<file path="config.mk">
export PLATFORM = sky130hd
export DESIGN_NAME = edge_shrinking_moving_average
export DESIGN_NICKNAME = d
export VERILOG_FILES = /design/src/rtl/core/esma_pkg.sv /design/src/rtl/core/edge_shrinking_moving_average.sv /design/src/rtl/core/esma_ring.sv /design/src/rtl/core/esma_div.sv
export SDC_FILE = /design/constraint.sdc
export NUM_CORES = 1
export LEC_CHECK = 0
export BUFFER_PORTS_ARGS = -buffer_cell sky130_fd_sc_hd__clkbuf_2
export CORE_ASPECT_RATIO = 1.75
export CORE_UTILIZATION = 60
export CTS_BUF_LIST = sky130_fd_sc_hd__clkbuf_4 sky130_fd_sc_hd__clkbuf_8 sky130_fd_sc_hd__clkbuf_16
export DETAILED_ROUTE_END_ITERATION = 10
export HOLD_SLACK_MARGIN = 0.06
export MAX_ROUTING_LAYER = met4
export PLACE_DENSITY = 0.78
export SKIP_CTS_REPAIR_TIMING = 1
export SLEW_MARGIN = 10
export SYNTH_ARGS = -nofsm -noshare
export SYNTH_HDL_FRONTEND = slang
export SYNTH_SLANG_ARGS = --single-unit
</file>
<file path="constraint.sdc">
create_clock -name aclk -period 6.7 [get_ports aclk]
set_input_delay 0.335 -clock aclk [delete_from_list [all_inputs] [get_ports aclk]]
set_output_delay 0.335 -clock aclk [all_outputs]
set_load 0.02 [all_outputs]
</file>
<file path="src/rtl/core/esma_pkg.sv">
package esma_pkg;

    localparam int SAMPLE_BITS = 16;
    localparam int MAX_HALF    = 32;
    localparam int RING_DEPTH  = 64;
    localparam int CFG_W       = 6;

    localparam int RING_AW = $clog2(RING_DEPTH);
    localparam int CNT_W   = RING_AW + 1;
    localparam int SUM_W   = SAMPLE_BITS + RING_AW;
    localparam int HALF_W  = $clog2(MAX_HALF + 1);
    localparam int FLUSH_W = RING_AW;
    localparam int DIV_CW  = $clog2(SUM_W);

    function automatic logic [HALF_W-1:0] eff_half(input logic [CFG_W-1:0] v);
        logic [HALF_W-1:0] r;
        if (v == '0) begin
            r = HALF_W'(1);
        end else if (int'(v) > MAX_HALF) begin
            r = HALF_W'(MAX_HALF);
        end else begin
            r = HALF_W'(v);
        end
        return r;
    endfunction

    function automatic logic signed [SUM_W-1:0] sext_sample(input logic [SAMPLE_BITS-1:0] v);
        return {{(SUM_W - SAMPLE_BITS){v[SAMPLE_BITS-1]}}, v};
    endfunction

endpackage

</file>
<file path="src/rtl/core/edge_shrinking_moving_average.sv">
// Centered moving average with a window that shrinks at both ends of the
// stream. Each accepted item is pushed into a 64-entry sample ring; a result
// leaves once half_width samples beyond its position have arrived, and the
// item marked last flushes the remaining results (at most MAX_HALF of them),
// the final one flagged by m_final_res. The block works on one item at a time:
// S_IDLE takes an item and S_PUSH pushes it, after S_PRE_RD and S_PRE_SUB
// have dropped the oldest sample if the ring is full. Each result then passes
// S_CHECK, then S_DROP_RD and S_DROP_SUB for every old sample that leaves the
// window (usually one in the interior of the stream), S_DIV in the bit-serial
// divider over the 22-bit window sum, and S_OUT to load the output register,
// where a finished result waits while the next item is taken. The user must
// write half_width through the cfg port only while the block is idle; the
// block does not enforce this. 0 acts as 1, values above MAX_HALF as MAX_HALF.
module edge_shrinking_moving_average import esma_pkg::*; (
    input  logic                          aclk,
    input  logic                          aresetn,
    input  logic                          cfg_valid,
    output logic                          cfg_ready,
    input  logic [CFG_W-1:0]              cfg_data,
    input  logic                          s_valid,
    output logic                          s_ready,
    input  logic signed [SAMPLE_BITS-1:0] s_sample,
    input  logic                          s_last,
    output logic                          m_valid,
    input  logic                          m_ready,
    output logic signed [SAMPLE_BITS-1:0] m_average,
    output logic                          m_final_res
);

    typedef enum logic [3:0] {
        S_IDLE,
        S_PRE_RD,
        S_PRE_SUB,
        S_PUSH,
        S_CHECK,
        S_DROP_RD,
        S_DROP_SUB,
        S_DIV,
        S_OUT
    } state_t;

    state_t                   state_reg;
    logic [CFG_W-1:0]         half_width_reg;
    logic [HALF_W-1:0]        h_reg;
    logic [SAMPLE_BITS-1:0]   sample_reg;
    logic                     last_reg;
    logic [RING_AW-1:0]       head_reg;
    logic signed [SUM_W-1:0]  sum_reg;
    logic [CNT_W-1:0]         seen_reg;
    logic [CNT_W-1:0]         emit_reg;
    logic [FLUSH_W-1:0]       flush_reg;
    logic [HALF_W-1:0]        n_reg;
    logic                     m_valid_reg;
    logic [SAMPLE_BITS-1:0]   m_average_reg;
    logic                     m_final_res_reg;

    logic [FLUSH_W-1:0]       flush_inc;
    logic [CNT_W-1:0]         right_cnt;
    logic [CNT_W-1:0]         left_cnt;
    logic [CNT_W-1:0]         need;
    logic                     must_drop;
    logic signed [SUM_W-1:0]  sum_dropped;
    logic [RING_AW-1:0]       rd_addr;
    logic [SAMPLE_BITS-1:0]   rd_data;
    logic                     div_start;
    logic                     div_done;
    logic signed [SAMPLE_BITS-1:0] div_quot;
    logic                     out_free;
    logic                     more_burst;

    // The oldest summed sample sits seen entries behind the write slot.
    assign rd_addr     = head_reg - seen_reg[RING_AW-1:0];
    assign sum_dropped = sum_reg - sext_sample(rd_data);
    assign flush_inc   = (flush_reg == '1) ? flush_reg : flush_reg + FLUSH_W'(1);

    assign right_cnt = (HALF_W'(flush_reg) < h_reg) ? CNT_W'(flush_reg) : CNT_W'(h_reg);
    assign left_cnt  = (emit_reg < CNT_W'(h_reg)) ? emit_reg : CNT_W'(h_reg);
    assign need      = right_cnt + left_cnt;
    assign must_drop = (seen_reg > need) && (seen_reg > CNT_W'(1));

    assign div_start  = (state_reg == S_CHECK) && !must_drop;
    assign out_free   = !m_valid_reg || m_ready;
    assign more_burst = (flush_reg > FLUSH_W'(1)) && (int'(n_reg) + 1 < MAX_HALF);

    esma_ring u_ring (
        .aclk    (aclk),
        .wr_en   (state_reg == S_PUSH),
        .wr_addr (head_reg),
        .wr_data (sample_reg),
        .rd_addr (rd_addr),
        .rd_data (rd_data)
    );

    esma_div u_div (
        .aclk     (aclk),
        .aresetn  (aresetn),
        .start    (div_start),
        .dividend (sum_reg),
        .divisor  (seen_reg),
        .done     (div_done),
        .quotient (div_quot)
    );

    always_ff @(posedge aclk) begin
        if (!aresetn) begin
            half_width_reg <= CFG_W'(4);
        end else if (cfg_valid) begin
            half_width_reg <= cfg_data;
        end
    end

    always_ff @(posedge aclk) begin
        if (!aresetn) begin
            state_reg       <= S_IDLE;
            head_reg        <= '0;
            sum_reg         <= '0;
            seen_reg        <= '0;
            emit_reg        <= '0;
            flush_reg       <= '0;
            n_reg           <= '0;
            m_valid_reg     <= 1'b0;
        end else begin
            // In S_OUT the output register is refilled whenever it frees up.
            if (m_valid_reg && m_ready && state_reg != S_OUT) begin
                m_valid_reg <= 1'b0;
            end
            unique case (state_reg)
                S_IDLE: begin
                    if (s_valid) begin
                        sample_reg <= s_sample;
                        last_reg   <= s_last;
                        h_reg      <= eff_half(half_width_reg);
                        n_reg      <= '0;
                        state_reg  <= (seen_reg == CNT_W'(RING_DEPTH)) ? S_PRE_RD : S_PUSH;
                    end
                end
                S_PRE_RD: begin
                    state_reg <= S_PRE_SUB;
                end
                S_PRE_SUB: begin
                    sum_reg   <= sum_dropped;
                    seen_reg  <= seen_reg - CNT_W'(1);
                    state_reg <= S_PUSH;
                end
                S_PUSH: begin
                    head_reg  <= head_reg + RING_AW'(1);
                    sum_reg   <= sum_reg + sext_sample(sample_reg);
                    seen_reg  <= seen_reg + CNT_W'(1);
                    flush_reg <= flush_inc;
                    if (last_reg || HALF_W'(flush_inc) >= h_reg) begin
                        state_reg <= S_CHECK;
                    end else begin
                        state_reg <= S_IDLE;
                    end
                end
                S_CHECK: begin
                    state_reg <= must_drop ? S_DROP_RD : S_DIV;
                end
                S_DROP_RD: begin
                    state_reg <= S_DROP_SUB;
                end
                S_DROP_SUB: begin
                    sum_reg   <= sum_dropped;
                    seen_reg  <= seen_reg - CNT_W'(1);
                    state_reg <= S_CHECK;
                end
                S_DIV: begin
                    if (div_done) begin
                        state_reg <= S_OUT;
                    end
                end
                S_OUT: begin
                    if (out_free) begin
                        m_valid_reg     <= 1'b1;
                        m_average_reg   <= div_quot;
                        m_final_res_reg <= last_reg && ((flush_reg == FLUSH_W'(1)) ||
                                                        (int'(n_reg) == MAX_HALF - 1));
                        n_reg           <= n_reg + HALF_W'(1);
                        if (!last_reg || more_burst) begin
                            flush_reg <= flush_reg - FLUSH_W'(1);
                            if (emit_reg != CNT_W'(RING_DEPTH)) begin
                                emit_reg <= emit_reg + CNT_W'(1);
                            end
                            state_reg <= last_reg ? S_CHECK : S_IDLE;
                        end else begin
                            // End of stream: start the next one at position zero.
                            sum_reg   <= '0;
                            seen_reg  <= '0;
                            emit_reg  <= '0;
                            flush_reg <= '0;
                            state_reg <= S_IDLE;
                        end
                    end
                end
                default: begin
                    state_reg <= S_IDLE;
                end
            endcase
        end
    end

    assign cfg_ready   = 1'b1;
    assign s_ready     = (state_reg == S_IDLE);
    assign m_valid     = m_valid_reg;
    assign m_average   = signed'(m_average_reg);
    assign m_final_res = m_final_res_reg;

endmodule

</file>
<file path="src/rtl/core/esma_ring.sv">
module esma_ring import esma_pkg::*; (
    input  logic                   aclk,
    input  logic                   wr_en,
    input  logic [RING_AW-1:0]     wr_addr,
    input  logic [SAMPLE_BITS-1:0] wr_data,
    input  logic [RING_AW-1:0]     rd_addr,
    output logic [SAMPLE_BITS-1:0] rd_data
);

    logic [SAMPLE_BITS-1:0] mem [RING_DEPTH];
    logic [SAMPLE_BITS-1:0] rd_data_reg;

    always_ff @(posedge aclk) begin
        if (wr_en) begin
            mem[wr_addr] <= wr_data;
        end
        rd_data_reg <= mem[rd_addr];
    end

    assign rd_data = rd_data_reg;

endmodule

</file>
<file path="src/rtl/core/esma_div.sv">
module esma_div import esma_pkg::*; (
    input  logic                          aclk,
    input  logic                          aresetn,
    input  logic                          start,
    input  logic signed [SUM_W-1:0]       dividend,
    input  logic [CNT_W-1:0]              divisor,
    output logic                          done,
    output logic signed [SAMPLE_BITS-1:0] quotient
);

    logic              busy_reg;
    logic              done_reg;
    logic [DIV_CW-1:0] cnt_reg;
    logic [SUM_W-1:0]  q_reg;
    logic [CNT_W-1:0]  rem_reg;
    logic [CNT_W-1:0]  dvs_reg;
    logic              neg_reg;

    logic [CNT_W:0]         trial;
    logic                   fits;
    logic [CNT_W:0]         diff;
    logic [SUM_W-1:0]       magnitude;
    logic [SAMPLE_BITS-1:0] q_lo;

    // Restoring division on the magnitude, one quotient bit per cycle; the
    // dividend bits shift out of q_reg as the quotient bits shift in.
    assign trial     = {rem_reg, q_reg[SUM_W-1]};
    assign fits      = trial >= {1'b0, dvs_reg};
    assign diff      = trial - {1'b0, dvs_reg};
    assign magnitude = dividend[SUM_W-1] ? SUM_W'(-dividend) : SUM_W'(dividend);

    always_ff @(posedge aclk) begin
        if (!aresetn) begin
            busy_reg <= 1'b0;
            done_reg <= 1'b0;
            cnt_reg  <= '0;
        end else begin
            done_reg <= 1'b0;
            if (start) begin
                busy_reg <= 1'b1;
                cnt_reg  <= '0;
            end else if (busy_reg) begin
                cnt_reg <= cnt_reg + DIV_CW'(1);
                if (cnt_reg == DIV_CW'(SUM_W - 1)) begin
                    busy_reg <= 1'b0;
                    done_reg <= 1'b1;
                end
            end
        end
    end

    always_ff @(posedge aclk) begin
        if (start) begin
            q_reg   <= magnitude;
            rem_reg <= '0;
            dvs_reg <= divisor;
            neg_reg <= dividend[SUM_W-1];
        end else if (busy_reg) begin
            q_reg   <= {q_reg[SUM_W-2:0], fits};
            rem_reg <= fits ? diff[CNT_W-1:0] : trial[CNT_W-1:0];
        end
    end

    assign q_lo     = q_reg[SAMPLE_BITS-1:0];
    assign quotient = neg_reg ? signed'(SAMPLE_BITS'('0) - q_lo) : signed'(q_lo);
    assign done     = done_reg;

endmodule

</file>
==> flow_summary.toml <==
[route]
wl_per_cell_um = 30.8
vias = 26300
postRouteWirelength_mm = 122
drt_iter0_drc = 3089
first_pass_iters = 5
ant_nets = 0
drc = 0
vias_per_cell = 6.64

[power_and_ir_drop]
p_sw_w = 0.00505
p_int_w = 0.0132
seq_power_share_pct = 46.1
combPwrFrac_pct = 22.4
peakVddDrop_mv = 0.252
swShare_pct = 27.7
power_w = 0.0183
pwr_density_cell_mw_per_mm2 = 334
leakage_nw = 18.2
pwr-share-clk_pct = 31.5

[placement]
hpwlAfterDp_mm = 73.1
gp_congestion = 0.914
port_buffers = 46

[synthesis]
synth-warning-count = 0
synth_top_area_share_pct = 66.7
syn_nets = 2795
syn_area_sq_mm = 0.0493
yosys.area_share.simple_pct = 4.36
avgSynthCellArea_sq_um = 18.3
muxShareOfSynthArea_pct = 16.2
synth_largest_area_cell = "edfxtp_1"
postSynth.asyncResetShare_pct = 0
ys.flop_type = "edfxtp_1"
ys_ff_latch = 1189
synth_fa_ha_area_share_pct = 2.12
synth_compound_area_share_pct = 3.70
synth_edf_count = 1094
synth_seq_area_share_pct = 70.6
synth_top_family_by_area = "multiplexers"
yosys.cell_types.count = 68
netlist_instances = 2686
synthXorXnorAreaFrac_pct = 1.55
synth_area_leaders = "edfxtp_1 67%, mux4_2 15%, dfxtp_1 3.9%"

[cells_and_area]
multi_input_area_sq_mm = 0.0138
syn2layout_area_growth_pct = 11.0
fillCellCount = 5086
register_area_sq_mm = 0.0348
final_cell_mix = "1,094 x edfxtp_1, 320 x mux4_2, 179 x nor2_1"
mostFrequentLayoutCell = "edfxtp_1"
final_util_pct = 67.4
final_nets = 2951
largest_reg_flops = 1024
drive_gt1_share_pct = 23.3

[sta]
setup_viol = 0
maxSlewViolCount = 0
final.min_clock_period_ps = 5530
max_slew_margin_pct = 6.75
fin_skew_ps = 27.8
worstMarginPinSlew_ps = 1400
final.setup.tns_ps = 0
holdWs_ps = 30.8
hold_violations = 0
rsz0062_at_grt = "false"
fmax_mhz = 181
finalCritPeriodShare_pct = 82.5

[worst_hold_path]
worstHoldStart = "m_ready"
hold_end = "m_valid$_SDFF_PN0_"
hold_path.class = "input port to flip-flop"
hold_depth = 3

[clock_network]
cts_tree = "yes"
root_buffer = "clkbuf_16"
numCtsBuffers = 100
clock_path_buffers = 3
htree_levels = 3
path_clk_slew_ps = 70
clock_latency_ps = 700
cts.sinks = 1189

[setup_path]
rrSetupSlack_ps = 1170
rr_worst_depth = 21
criticalPathCategory = "flip-flop to flip-flop"
rr_endpoint = "u_div.neg_reg$_DFFE_PN_"
endpoint_kind = "flip-flop"
startpoint_type = "flip-flop"
arrival_ps = 5830
cp_max_fo = 15
worstReg2RegStart = "h_reg[1]$_SDFFCE_PP0P_"
worstPathRequired_ps = 7000

[run]
drv_cap = 0

[global_route]
grt_max_degree = 69
grtUsageTotal_pct = 31.2
antenna_found_initial = 2
grt_pass1_vias = 27400
grt-ovfl-total = 0
grt_first_pass_wirelength_mm = 179

[floorplanning]
io_pins = 48
start_util_pct = 60.7
chipWidth_um = 219
dieHeight_um = 381
core_sq_mm = 0.0812
row_count = 138
design.die.area_sq_mm = 0.0833

[outcome]
run_status = "complete, no violations"
## through the flow
step	std cells	setup WS, ps	area [sq um]
global placement	3766	1150	51300
global route	3969	638	54700
detailed placement	3766	1140	51300
CTS	3944	1100	54400
floorplan	2686	1440	49300
finish	3969	1170	54700
## per-layer routing
layer / wire (um) / GRT usage (%)
met1: 40200 / 34.1
met2: 65000 / 53.0
met3: 7490 / 3.98
met4: 9410 / 20.9
met5: 0 / -
## worst max-delay path: stages, from the launching register on
cell and delay (ps):
edfxtp_1 370, inv_1 190, ha_1 280, a21o_1 160
a21o_1 170, a21o_1 180, a21o_1 180, a21oi_1 530
mux2_2 420, ha_1 220, fa_1 460, a21oi_1 150
nor2_1 50, nor2_1 160, o21bai_1 80, a21oi_1 160
ha_1 270, nand3_1 120, nor2_1 60, a21oi_1 120
a21o_1 330, clkinv_1 470
## final cells by class
class	count	area share, %
Clock buffer	124	5.01
Clock inverter	54	0.803
Inverter	54	0.371
Timing Repair Buffer	186	2.54
Multi-Input combinational cell	1311	25.3
Sequential cell	1189	63.5
Antenna cell	1	0.00458
Tap cell	1050	2.40
## kinds of logic after synthesis
family                     after synthesis
and+or+nand+nor                        459
xor gates and xnor gates                87
adders and majority gates               81
other                                    1
muxes                                  398
AOI/OAI and AO/OA                      285
DFF                                   1189
buffers and inverters                  186
## power groups by stage
stage          combinational (W)  clock, W  sequential [W]
2_1_floorplan            0.00277         0         0.00855
3_3_place_gp             0.00392         0         0.00857
3_5_place_dp             0.00400         0         0.00858
4_1_cts                  0.00405   0.00582         0.00842
5_1_grt                  0.00430   0.00608         0.00844
6_report                 0.00409   0.00575         0.00842
## synth_stat cells, types with 15 or more instances
cell type,instances
a21oi_1,79
xnor2_1,40
clkbuf_1,88
a21o_1,29
nor3_1,28
inv_1,52
mux2i_1,66
nand2b_1,16
nor2b_1,15
nand4_1,18
buf_2,15
nand3_1,29
o21ai_0,70
ha_1,77
xor2_1,47
mux4_2,320
edfxtp_1,1094
dfxtp_1,95
nor2_1,180
or3_1,15
buf_1,28
nand2_1,110
## how the worst max path moves through the flow
stage / from / end / slack [ps] / cells after the start
2_1_floorplan: h_reg[1]$_SDFFCE_PP0P_ / u_div.q_reg[0]$_DFFE_PP_ / 1440 / 22
3_3_place_gp: h_reg[1]$_SDFFCE_PP0P_ / u_div.dvs_reg[5]$_DFFE_PN_ / 1150 / 21
3_5_place_dp: h_reg[1]$_SDFFCE_PP0P_ / u_div.rem_reg[3]$_SDFFE_PN0P_ / 1140 / 22
4_1_cts: h_reg[1]$_SDFFCE_PP0P_ / u_div.dvs_reg[6]$_DFFE_PN_ / 1100 / 21
5_1_grt: h_reg[1]$_SDFFCE_PP0P_ / u_div.rem_reg[3]$_SDFFE_PN0P_ / 640 / 22
6_report: h_reg[1]$_SDFFCE_PP0P_ / u_div.neg_reg$_DFFE_PN_ / 1170 / 21
Note: power is estimated with default switching activity, not from simulation.
